==> config.mk <==
export PLATFORM = sky130hd
export DESIGN_NAME = circular_queue_with_max_query
export DESIGN_NICKNAME = d
export VERILOG_FILES = /design/src/design/cqmq_pkg.sv /design/src/design/cqmq_ctrl.sv /design/src/design/cqmq_dp.sv /design/src/design/circular_queue_with_max_query.sv
export SDC_FILE = /design/constraint.sdc
export NUM_CORES = 1
export LEC_CHECK = 0
export BUFFER_PORTS_ARGS = -buffer_cell sky130_fd_sc_hd__buf_2
export CORE_UTILIZATION = 25
export DETAILED_ROUTE_END_ITERATION = 7
export HOLD_SLACK_MARGIN = 0.03
export PLACE_DENSITY = 0.43
export SLEW_MARGIN = 30
export SYNTH_ARGS = -nofsm -noshare
export SYNTH_HDL_FRONTEND = slang
export SYNTH_SLANG_ARGS = --single-unit
==> constraint.sdc <==
create_clock -name clk_i -period 6.2 [get_ports clk_i]
set_input_delay 0.93 -clock clk_i [delete_from_list [all_inputs] [get_ports clk_i]]
set_output_delay 0.93 -clock clk_i [all_outputs]
set_load 0.02 [all_outputs]
==> src/design/cqmq_pkg.sv <==
`timescale 1ns / 1ps

package cqmq_pkg;

  localparam int DEPTH  = 16;
  localparam int IDX_W  = (DEPTH > 1) ? $clog2(DEPTH) : 1;
  localparam int CNT_W  = $clog2(DEPTH + 1);
  localparam int CFG_W  = 5;
  localparam int KEY_W  = 16;
  localparam int DUR_W  = 16;
  localparam int OP_W   = 2;
  localparam int STS_W  = 2;
  localparam int IN_W   = KEY_W + DUR_W;
  localparam int OUT_RAW_W = KEY_W + DUR_W + CNT_W;
  localparam int OUT_W  = ((OUT_RAW_W + 7) / 8) * 8;

  typedef enum logic [OP_W-1:0] {
    OP_ENQ   = 2'd0,
    OP_DEQ   = 2'd1,
    OP_QUERY = 2'd2,
    OP_NOP   = 2'd3
  } op_e;

  typedef enum logic [STS_W-1:0] {
    STS_OK    = 2'd0,
    STS_FULL  = 2'd1,
    STS_EMPTY = 2'd2
  } status_e;

  // controller -> datapath
  typedef struct packed {
    logic    load_in;     // latch request fields
    logic    cfg_write;   // new capacity, queue emptied
    logic    set_status;  // status <- sts, result fields cleared
    status_e sts;
    logic    enq_commit;  // write at tail, bump tail and count
    logic    rd_head;     // read head slot, arm scan
    logic    deq_commit;  // take read data, bump head, drop count
    logic    scan_step;   // fold one entry into the running max
    logic    load_out;    // move result into output register
  } cmd_t;

  // datapath -> controller
  typedef struct packed {
    op_e  op;
    logic empty;
    logic full;
    logic scan_last;
    logic out_free;
  } stat_t;

  function automatic logic [CNT_W-1:0] eff_cap(input logic [CFG_W-1:0] c);
    logic [CNT_W-1:0] r;
    if (c == '0) begin
      r = CNT_W'(1);
    end else if (int'(c) > DEPTH) begin
      r = CNT_W'(DEPTH);
    end else begin
      r = CNT_W'(c);
    end
    return r;
  endfunction

  function automatic logic [IDX_W-1:0] advance(input logic [IDX_W-1:0] idx,
                                               input logic [CNT_W-1:0] cap);
    logic [CNT_W:0] n;
    n = (CNT_W + 1)'(idx) + (CNT_W + 1)'(1);
    return (n >= (CNT_W + 1)'(cap)) ? '0 : IDX_W'(n);
  endfunction

endpackage

==> src/design/cqmq_ctrl.sv <==
`timescale 1ns / 1ps

module cqmq_ctrl import cqmq_pkg::*; (
  input  logic  clk_i,
  input  logic  rst_ni,
  input  logic  in_valid_i,
  output logic  in_ready_o,
  input  logic  cfg_valid_i,
  output logic  cfg_ready_o,
  input  stat_t stat_i,
  output cmd_t  cmd_o
);

  typedef enum logic [4:0] {
    S_IDLE = 5'b00001,
    S_EXEC = 5'b00010,
    S_DEQ  = 5'b00100,
    S_SCAN = 5'b01000,
    S_DONE = 5'b10000
  } state_e;

  state_e state_q, state_d;

  assign in_ready_o  = (state_q == S_IDLE);
  assign cfg_ready_o = (state_q == S_IDLE);

  always_comb begin
    state_d = state_q;
    cmd_o   = '0;
    cmd_o.sts = STS_OK;
    case (state_q)
      S_IDLE: begin
        cmd_o.cfg_write = cfg_valid_i;
        if (in_valid_i) begin
          cmd_o.load_in = 1'b1;
          state_d = S_EXEC;
        end
      end
      S_EXEC: begin
        case (stat_i.op)
          OP_ENQ: begin
            cmd_o.set_status = 1'b1;
            if (stat_i.full) begin
              cmd_o.sts = STS_FULL;
            end else begin
              cmd_o.enq_commit = 1'b1;
            end
            state_d = S_DONE;
          end
          OP_DEQ, OP_QUERY: begin
            cmd_o.set_status = 1'b1;
            if (stat_i.empty) begin
              cmd_o.sts = STS_EMPTY;
              state_d = S_DONE;
            end else begin
              cmd_o.rd_head = 1'b1;
              state_d = (stat_i.op == OP_DEQ) ? S_DEQ : S_SCAN;
            end
          end
          default: begin
            cmd_o.set_status = 1'b1;
            state_d = S_DONE;
          end
        endcase
      end
      S_DEQ: begin
        cmd_o.deq_commit = 1'b1;
        state_d = S_DONE;
      end
      S_SCAN: begin
        cmd_o.scan_step = 1'b1;
        if (stat_i.scan_last) begin
          state_d = S_DONE;
        end
      end
      S_DONE: begin
        if (stat_i.out_free) begin
          cmd_o.load_out = 1'b1;
          state_d = S_IDLE;
        end
      end
      default: begin
        state_d = S_IDLE;
      end
    endcase
  end

  always_ff @(posedge clk_i or negedge rst_ni) begin
    if (!rst_ni) begin
      state_q <= S_IDLE;
    end else begin
      state_q <= state_d;
    end
  end

endmodule

==> src/design/cqmq_dp.sv <==
`timescale 1ns / 1ps

module cqmq_dp import cqmq_pkg::*; (
  input  logic             clk_i,
  input  logic             rst_ni,
  input  cmd_t             cmd_i,
  output stat_t            stat_o,
  input  logic [OP_W-1:0]  in_op_i,
  input  logic [KEY_W-1:0] in_id_i,
  input  logic [DUR_W-1:0] in_dur_i,
  input  logic [CFG_W-1:0] cfg_data_i,
  output logic             out_valid_o,
  input  logic             out_ready_i,
  output logic [STS_W-1:0] out_status_o,
  output logic [KEY_W-1:0] out_id_o,
  output logic [DUR_W-1:0] out_dur_o,
  output logic [CNT_W-1:0] out_held_o
);

  logic [KEY_W+DUR_W-1:0] mem [DEPTH];
  logic [KEY_W+DUR_W-1:0] rd_q;
  logic                   rd_en;
  logic [IDX_W-1:0]       rd_addr;

  logic [CFG_W-1:0] cap_q;
  logic [CNT_W-1:0] cap;
  logic [IDX_W-1:0] head_q, tail_q, scan_q;
  logic [CNT_W-1:0] count_q, left_q;
  logic             found_q, out_valid_q;
  op_e              op_q;
  logic [KEY_W-1:0] id_q, rid_q, oid_q;
  logic [DUR_W-1:0] dur_q, rdur_q, odur_q;
  status_e          sts_q, osts_q;
  logic [CNT_W-1:0] oheld_q;
  logic [KEY_W-1:0] rd_id;
  logic [DUR_W-1:0] rd_dur;

  assign cap    = eff_cap(cap_q);
  assign rd_id  = rd_q[KEY_W-1:0];
  assign rd_dur = rd_q[KEY_W+DUR_W-1:KEY_W];

  // head read on arm; during the scan, prefetch the next slot unless last
  assign rd_en   = cmd_i.rd_head || (cmd_i.scan_step && (left_q != CNT_W'(1)));
  assign rd_addr = cmd_i.rd_head ? head_q : scan_q;

  always_ff @(posedge clk_i) begin
    if (cmd_i.enq_commit) begin
      mem[tail_q] <= {dur_q, id_q};
    end
    if (rd_en) begin
      rd_q <= mem[rd_addr];
    end
  end

  assign stat_o.op        = op_q;
  assign stat_o.empty     = (count_q == '0);
  assign stat_o.full      = (count_q >= cap);
  assign stat_o.scan_last = (left_q == CNT_W'(1));
  assign stat_o.out_free  = !out_valid_q || out_ready_i;

  always_ff @(posedge clk_i or negedge rst_ni) begin
    if (!rst_ni) begin
      cap_q       <= CFG_W'(16);
      head_q      <= '0;
      tail_q      <= '0;
      count_q     <= '0;
      scan_q      <= '0;
      left_q      <= '0;
      found_q     <= 1'b0;
      out_valid_q <= 1'b0;
    end else begin
      if (cmd_i.cfg_write) begin
        cap_q   <= cfg_data_i;
        head_q  <= '0;
        tail_q  <= '0;
        count_q <= '0;
      end
      if (cmd_i.enq_commit) begin
        tail_q  <= advance(tail_q, cap);
        count_q <= count_q + CNT_W'(1);
      end
      if (cmd_i.rd_head) begin
        scan_q  <= advance(head_q, cap);
        left_q  <= count_q;
        found_q <= 1'b0;
      end
      if (cmd_i.deq_commit) begin
        head_q  <= advance(head_q, cap);
        count_q <= count_q - CNT_W'(1);
      end
      if (cmd_i.scan_step) begin
        found_q <= 1'b1;
        left_q  <= left_q - CNT_W'(1);
        if (rd_en) begin
          scan_q <= advance(scan_q, cap);
        end
      end
      if (cmd_i.load_out) begin
        out_valid_q <= 1'b1;
      end else if (out_ready_i) begin
        out_valid_q <= 1'b0;
      end
    end
  end

  always_ff @(posedge clk_i) begin
    if (cmd_i.load_in) begin
      op_q  <= op_e'(in_op_i);
      id_q  <= in_id_i;
      dur_q <= in_dur_i;
    end
    if (cmd_i.set_status) begin
      sts_q  <= cmd_i.sts;
      rid_q  <= '0;
      rdur_q <= '0;
    end
    if (cmd_i.deq_commit) begin
      rid_q  <= rd_id;
      rdur_q <= rd_dur;
    end
    // strict greater keeps the oldest on ties
    if (cmd_i.scan_step && (!found_q || (rd_dur > rdur_q))) begin
      rid_q  <= rd_id;
      rdur_q <= rd_dur;
    end
    if (cmd_i.load_out) begin
      osts_q  <= sts_q;
      oid_q   <= rid_q;
      odur_q  <= rdur_q;
      oheld_q <= count_q;
    end
  end

  assign out_valid_o  = out_valid_q;
  assign out_status_o = osts_q;
  assign out_id_o     = oid_q;
  assign out_dur_o    = odur_q;
  assign out_held_o   = oheld_q;

endmodule

==> src/design/circular_queue_with_max_query.sv <==
`timescale 1ns / 1ps
// Channel   Dir  Handshake                      Payload
// s_axis    in   s_axis_tvalid_i/s_axis_tready_o tuser: op; tdata: entry_id, entry_duration
// m_axis    out  m_axis_tvalid_o/m_axis_tready_i tuser: status; tdata: id, duration, held
// cfg       in   cfg_valid_i/cfg_ready_o         cfg_data_i: capacity_in_use
//
// Steps: enqueue, no-op and empty/full requests go from execute to the result register;
//   dequeue adds a read step, a max query one scan step per held entry (one slot per cycle
//   through the single read port of the entry store); then the controller returns to idle.
// One request in flight; a result can wait on m_axis while the next request is accepted.
// Reset: async active low; queue empty, capacity 16. Entry store is not cleared.
// A stalled m_axis holds the result; a finished request then waits in its last step.

module circular_queue_with_max_query import cqmq_pkg::*; (
  input  logic             clk_i,
  input  logic             rst_ni,
  input  logic             s_axis_tvalid_i,
  output logic             s_axis_tready_o,
  input  logic [IN_W-1:0]  s_axis_tdata_i,   // [15:0] entry_id, [31:16] entry_duration
  input  logic [OP_W-1:0]  s_axis_tuser_i,   // [1:0] op
  output logic             m_axis_tvalid_o,
  input  logic             m_axis_tready_i,
  output logic [OUT_W-1:0] m_axis_tdata_o,   // [15:0] result_id, [31:16] result_duration,
                                             // [36:32] entries_held, rest zero
  output logic [STS_W-1:0] m_axis_tuser_o,   // [1:0] status
  input  logic             cfg_valid_i,
  output logic             cfg_ready_o,
  input  logic [CFG_W-1:0] cfg_data_i
);

  cmd_t  cmd;
  stat_t stat;

  logic [KEY_W-1:0] res_id;
  logic [DUR_W-1:0] res_dur;
  logic [CNT_W-1:0] res_held;

  // sequencing: accept, execute, read/scan, deliver
  cqmq_ctrl u_ctrl (
    .clk_i       (clk_i),
    .rst_ni      (rst_ni),
    .in_valid_i  (s_axis_tvalid_i),
    .in_ready_o  (s_axis_tready_o),
    .cfg_valid_i (cfg_valid_i),
    .cfg_ready_o (cfg_ready_o),
    .stat_i      (stat),
    .cmd_o       (cmd)
  );

  // pointers, count, entry store, running max and output register
  cqmq_dp u_dp (
    .clk_i        (clk_i),
    .rst_ni       (rst_ni),
    .cmd_i        (cmd),
    .stat_o       (stat),
    .in_op_i      (s_axis_tuser_i),
    .in_id_i      (s_axis_tdata_i[KEY_W-1:0]),
    .in_dur_i     (s_axis_tdata_i[KEY_W+DUR_W-1:KEY_W]),
    .cfg_data_i   (cfg_data_i),
    .out_valid_o  (m_axis_tvalid_o),
    .out_ready_i  (m_axis_tready_i),
    .out_status_o (m_axis_tuser_o),
    .out_id_o     (res_id),
    .out_dur_o    (res_dur),
    .out_held_o   (res_held)
  );

  assign m_axis_tdata_o = OUT_W'({res_held, res_dur, res_id});

endmodule

; ---- Word-level counts from Yosys, hierarchy flattened
; Memories as Yosys holds them, arrays and structs flattened. A register that Yosys moved wholly into a read port is not among the register bits.
; Index checks and enable logic that the tools add are counted.
[classes]
n_addsub = 6
n_mul = 0
n_div = 0
order_cmp = 6
n_eq_ne = 12
shifts = 0
muxes = 49
n_bitwise = 0
reduce_logical = 18
[ops]
columns = op, count
row1 = 16-bit 2-to-1 mux, 5
row2 = 5-bit 2-to-1 mux, 13
row3 = 4-bit 2-to-1 mux, 11
row4 = 5-bit case mux with 5 select lines, 1
row5 = 6-bit by 5-bit greater-or-equal comparator with 1-bit output, 3
row6 = 16-bit > comparator, 1
row7 = 1-bit 2-to-1 mux, 16
row8 = "4-bit by 1-bit adder with 5-bit output, second input constant", 3
row9 = "5-bit by 1-bit == test with 1-bit output, second input constant", 2
row10 = 5-bit logical NOT, 2
row11 = "5-bit by 1-bit subtractor with 5-bit output, second input constant", 2
row12 = 2-bit nonzero test, 4
row13 = "2-bit inequality test, second input constant", 3
row14 = 3-bit nonzero test, 2
row15 = "5-bit by 1-bit adder with 5-bit output, second input constant", 1
row16 = "5-bit by 2-bit == test with 1-bit output, second input constant", 1
row17 = "5-bit by 3-bit == test with 1-bit output, second input constant", 1
row18 = "5-bit by 4-bit == test with 1-bit output, second input constant", 1
row19 = "5-bit == test, second input constant", 1
row20 = 5-bit greater-or-equal comparator, 1
row21 = "5-bit > comparator, second input constant", 1
row22 = "5-bit by 1-bit inequality test with 1-bit output, second input constant", 1
row23 = 2-bit 2-to-1 mux, 2
row24 = 2-bit case mux with 2 select lines, 1
row25 = 8 further kinds, 12
[totals]
ff_bits = 141
latch_bits = 0
ram_bits = 512
romBits = 0
input_bits = 44
out_inout_bits = 45
word_cells = 111
memories = 1
[memory_table]
columns = name, depth, word_bits, rd, rd_ports_with_merged_regs, write_ports, line_no
row1 = u_dp.mem, 16, 32, 1, 1, 1, cqmq_dp.sv:20  ; logic [KEY_W+DUR_W-1:0] mem [DEPTH];

; ---- Longest topological paths before layout
[logic_depth]
depth_word = 10
depth_mapped = 11
ltp_nobuf = 10

; ---- Hierarchy
; A second synthesis with hierarchy kept.
[unflattened]
hier_cells = 1606
area_unflattened_um2 = 27076.0
[modules_own_cells]
columns = mod, n_inst, cells_each, area_per_inst_um2, seq_area_each_um2
row1 = cqmq_dp, 1, 1557, 26651.8, 20275.7
row2 = cqmq_ctrl, 1, 45, 397.9, 126.4
row3 = circular_queue_with_max_query, 1, 4, 26.3, 0.0

; ---- Worst setup path before layout
; No wires, ideal clock.
[synth_timing]
kind = flip-flop to flip-flop
from = reg u_dp.cap_q[1]
to = mem u_dp.mem[3][0] (netlist bit), enable pin
setup_ns = 0.468
t_arrival_ns = 4.400
required_time_ns = 5.732
setup_slack_ns = 1.332
path_stages_with_launch = 11
path_buffers = 1
period_less_slack_ns = 4.868
cell_sequence = dfrtp_1 nor3_1 nor2_1 nor2_1 ha_1 nand2b_1 a21o_1 a21o_1 a31o_2 clkbuf_1 nor3b_1
[synth_via]
elab_chain_cells = 9
word_cells_on_any_way = 10
cone_classes = order compare: 2 / mux: 7 / reduce/logical: 1
[synth_lines]
columns = item, line_no
row1 = "start, declared", cqmq_dp.sv:25  ; logic [CFG_W-1:0] cap_q;
row2 = "start signal, assigned", cqmq_dp.sv:73  ; cap_q <= cfg_data_i;
row3 = 5-bit > comparator, cqmq_pkg.sv:56  ; end else if (int'(c) > DEPTH) begin
row4 = 5-bit 2-to-1 mux, cqmq_pkg.sv:56
row5 = 5-bit 2-to-1 mux *, cqmq_pkg.sv:54  ; if (c == '0) begin
row6 = 5-bit greater-or-equal comparator *, cqmq_dp.sv:57  ; assign stat_o.full = (count_q >= cap);
row7 = 1-bit 2-to-1 mux *, cqmq_ctrl.sv:43  ; if (stat_i.full) begin
row8 = 1-bit 2-to-1 mux *, cqmq_ctrl.sv:40  ; case (stat_i.op)
row9 = 5-bit 2-to-1 mux *, cqmq_ctrl.sv:31  ; case (state_q)
row10 = 1-bit 2-to-1 mux *, cqmq_dp.sv:47  ; if (cmd_i.enq_commit) begin
row11 = 1-bit 2-to-1 mux (implied by the code) *, cqmq_dp.sv:48  ; mem[tail_q] <= {dur_q, id_q};
row12 = "end, declared", cqmq_dp.sv:20
; Mark *: on every way between the ends. The rest lies on a longest branch, timed or not.

; ---- Worst setup path in the final report
[layout_timing]
from = reg u_dp.count_q[0]
to = reg u_dp.rd_q[8], read port of u_dp.mem (data pin)
[layout_via]
elab_chain_cells = 5
word_cells_on_any_way = 6
cone_classes = mux: 4 / reduce/logical: 2
[layout_lines]
columns = item, line_no
row1 = "start, declared", cqmq_dp.sv:28  ; logic [CNT_W-1:0] count_q, left_q;
row2 = "start signal, assigned", cqmq_dp.sv:80  ; count_q <= count_q + CNT_W'(1);
row3 = "start signal, assigned", cqmq_dp.sv:89  ; count_q <= count_q - CNT_W'(1);
row4 = 5-bit logical NOT *, cqmq_dp.sv:56  ; assign stat_o.empty = (count_q == '0);
row5 = 1-bit 2-to-1 mux *, cqmq_ctrl.sv:52  ; if (stat_i.empty) begin
row6 = 1-bit 2-to-1 mux *, cqmq_ctrl.sv:40
row7 = 5-bit 2-to-1 mux *, cqmq_ctrl.sv:31
row8 = 4-bit 2-to-1 mux / 1-bit logical OR (equally long branches), "cqmq_dp.sv:44, cqmq_dp.sv:43"
row9 = "end, declared", cqmq_dp.sv:21  ; logic [KEY_W+DUR_W-1:0] rd_q;
; Marks and branches as above.
; A chain may end at the register's enable or synchronous reset.

==> flow_summary.json <==
{
  "post_route_cells_drive_above_1_share": 0.164,
  "setup.worst_path.end_class": "register",
  "fp.dieH_um": 332,
  "global_route_wire_length_before_repair_um": 104000,
  "leakage_nw": 11.8,
  "route.final.wire_length_um": 71100,
  "cts_buffers": 80,
  "htree_num_levels": 3,
  "hold_class": "input port to asynchronous set/reset pin",
  "filler_cell_count": 10500,
  "area_of_the_multi_input_gates_mm2": 0.00636,
  "die-area_mm2": 0.110,
  "clock_edge_transition_at_the_registers_on_the_reported_setup_and_hold_paths_ns": 0.06,
  "share_comb_of_total_power": 0.194,
  "power_frac_seq": 0.453,
  "grt_setup_unrepaired": "no",
  "postSynth.topFlopCell": "sky130_fd_sc_hd__edfxtp_1",
  "layout_skew_ns": 0.0224,
  "tritoncts_num_sinks": 685,
  "cts_tree": "done",
  "routed-via-count": 14400,
  "final_core_util": 0.299,
  "post-route-period-util": 0.674,
  "rows": 120,
  "grt_max_degree": 71,
  "yosysSeqAreaShare": 0.751,
  "post_synth_most_frequent_cells": "651 x sky130_fd_sc_hd__edfxtp_1, 257 x sky130_fd_sc_hd__mux2i_1, 132 x sky130_fd_sc_hd__o22ai_1, 63 x sky130_fd_sc_hd__nand2_1, 51 x sky130_fd_sc_hd__nand3_1",
  "run_status": "finished, final reports clean",
  "synth_top_area_cell": "sky130_fd_sc_hd__edfxtp_1",
  "timing.critical_path.required_ns": 6.53,
  "max_freq_mhz": 239,
  "starting_density": 0.253,
  "grt_util_all_layers": 0.128,
  "p_sw_mw": 3.80,
  "portBuffers": 85,
  "max_cap_viol_count": 0,
  "synth_warnings": 0,
  "worstPathMaxFanout": 36,
  "post_cts.resized_instances": 0,
  "dr.pass1.iters": 5,
  "finalNetCount": 1834,
  "drt-vias-per-instance": 4.51,
  "drt_first_iter_violations": 971,
  "die_w_um": 332,
  "netlist_area_mm2": 0.0272,
  "grt_pass1_vias": 14900,
  "avgRoutedWirePerCell_um": 22.2,
  "insertion_delay_ns": 0.63,
  "power-per-cell-area_mw_per_mm2": 408,
  "postSynthRegisterBits": 685,
  "drc_errors": 0,
  "post_synth_num_cell_types": 58,
  "slew_violations": 0,
  "arrival_time_reported_for_the_critical_path_endpoint_ns": 4.51,
  "synth.most_common_cell": "sky130_fd_sc_hd__edfxtp_1",
  "layout_min_cycle_time_ns": 4.18,
  "layout-area-overhead-vs-synth_pct": 18.1,
  "timing.setup.critical_path_class": "register to register",
  "hpwl_um": 42700,
  "worstMarginPinSlew_ns": 0.959,
  "hold_violations": 0,
  "setup_total_negative_slack_ns": 0,
  "clock_tree.root_cell": "sky130_fd_sc_hd__clkbuf_16",
  "timing.final.setup_violations": 0,
  "routabilityCongestion": 0.770,
  "clock_power_share": 0.353,
  "ir_worst_vdd_mv": 0.236,
  "clockBufferDepth": 3,
  "design.portCount": 89,
  "layout.area.seq_mm2": 0.0204,
  "hold_buffers": 0,
  "synth_enable_flop_cells": 651,
  "synth_top_area_frac": 0.719,
  "synthArstFlopShare": 0.0496,
  "cts_setup_buffers": 0,
  "synth_area_per_cell_um2": 16.8,
  "p_sw_frac": 0.290,
  "p_int_mw": 9.32,
  "synth_top_cells_by_area": "sky130_fd_sc_hd__edfxtp_1 72%, sky130_fd_sc_hd__mux2i_1 9.5%, sky130_fd_sc_hd__o22ai_1 3.0%",
  "grt_overflow_total": 0,
  "setup.worst_path.start_class": "register",
  "placeableCoreArea_mm2": 0.107,
  "worst_hold_slack_after_final_layout_ns": 0.406,
  "synthesis.instances": 1613,
  "slew_headroom": 0.360,
  "antenna_found_initial": 1,
  "ant_nets": 0
}
==> final cells by class <==
class,count,area share
antenna,1,0.0000779
timing repair buffer,128,0.0265
tap,1403,0.0547
sequential,685,0.635
clock buffer,91,0.0656
multi-input combinational,811,0.198
inverter,35,0.00409
clock inverter,53,0.0153
==> flip-flops by register name, indices dropped and copies added (netlist names), 16 cells and up <==
| signal | count |
|---|---|
| u_dp.out_dur_o | 16 |
| u_dp.rd_q | 32 |
| u_dp.id_q | 16 |
| u_dp.rdur_q | 16 |
| u_dp.dur_q | 16 |
| u_dp.rid_q | 16 |
| u_dp.mem | 512 |
| u_dp.out_id_o | 16 |
==> cells in the final DEF, fill, tap and decap left out, drive strengths merged, types with 3 or more instances in the layout <==
master / count
nand2b: 7
bufinv: 7
ha: 49
and2: 17
o2111ai: 4
mux2: 5
nor2: 14
clkbuf: 91
and3: 11
mux2i: 257
clkinv: 36
o21ai: 50
nand2: 63
a21o: 14
or4: 32
o22ai: 132
buf: 128
edfxtp: 651
a21oi: 14
nor3b: 4
nor2b: 7
nor4b: 4
or3: 5
or2: 3
clkinvlp: 6
nor4: 3
conb: 3
nand4: 5
nor3: 13
xnor2: 3
dfrtp: 32
inv: 39
nand3: 51
a31oi: 13
o21a: 4
==> final timing paths <==
path | from | to | slack [ns] | cells after the start
setup reg to reg | u_dp.count_q[0] | u_dp.rd_q[8] | 2.02 | 9
hold / removal | rst_ni | u_dp.cap_q[2] | 0.41 | 1
setup / recovery | u_dp.count_q[0] | u_dp.rd_q[8] | 2.02 | 9
min in group clk_i | u_dp.rid_q[2] | u_dp.out_id_o[2] | 0.42 | 0
max in group asynchronous | rst_ni | u_dp.out_valid_o | 5.27 | 1
hold reg to reg | u_dp.rid_q[2] | u_dp.out_id_o[2] | 0.42 | 0
==> logic make-up after synthesis <==
group / count (synthesis) / synth area share
adder cells (fa/ha/maj): 49 / 0.0226
AND/OR/NAND/NOR: 244 / 0.0493
AO/OA/AOI/OAI: 248 / 0.0589
multiplexers: 262 / 0.0967
buffers and inverters: 119 / 0.0200
XOR/XNOR: 5 / 0.00161
flip-flops: 685 / 0.751
other: 1 / 0.000138
==> metal layers <==
metal / GRT usage / vias up / routed length, um
met4: 0.0295 / 2 / 1070
met5: 0 / - / 13
li1: - / 6673 / -
met3: 0.0236 / 86 / 3120
met2: 0.210 / 320 / 33700
met1: 0.175 / 7368 / 33200
==> critical path, stage by stage (launching register included) <==
cell,delay (ns)
sky130_fd_sc_hd__dfrtp_1,0.45
sky130_fd_sc_hd__inv_1,0.17
sky130_fd_sc_hd__ha_1,0.20
sky130_fd_sc_hd__or4b_4,0.51
sky130_fd_sc_hd__nand4_2,0.30
sky130_fd_sc_hd__mux2i_4,0.59
sky130_fd_sc_hd__buf_4,0.62
sky130_fd_sc_hd__mux2i_1,0.26
sky130_fd_sc_hd__o22ai_1,0.11
sky130_fd_sc_hd__or4_1,0.60
==> power groups by stage <==
stage	clock network (mW)	logic, mW	registers [mW]
CTS	4.76	2.60	5.95
floorplan	0	1.77	5.88
global placement	0	2.55	6.03
detailed placement	0	2.59	6.04
global route	4.94	2.78	5.99
finish	4.63	2.54	5.94
==> through the flow <==
stage                     power, mW  setup WS (ns)  std cells  cell area, um2
after detailed placement       8.64           2.03       3061           29500
after global placement         8.58           1.70       3059           29400
final                          13.1           2.02       3207           32100
after CTS                      13.3           1.99       3205           32100
after floorplan                7.66           1.33       1615           27200
after global routing           13.7           1.78       3206           32100
Note: power is estimated with default switching activity, not from simulation.
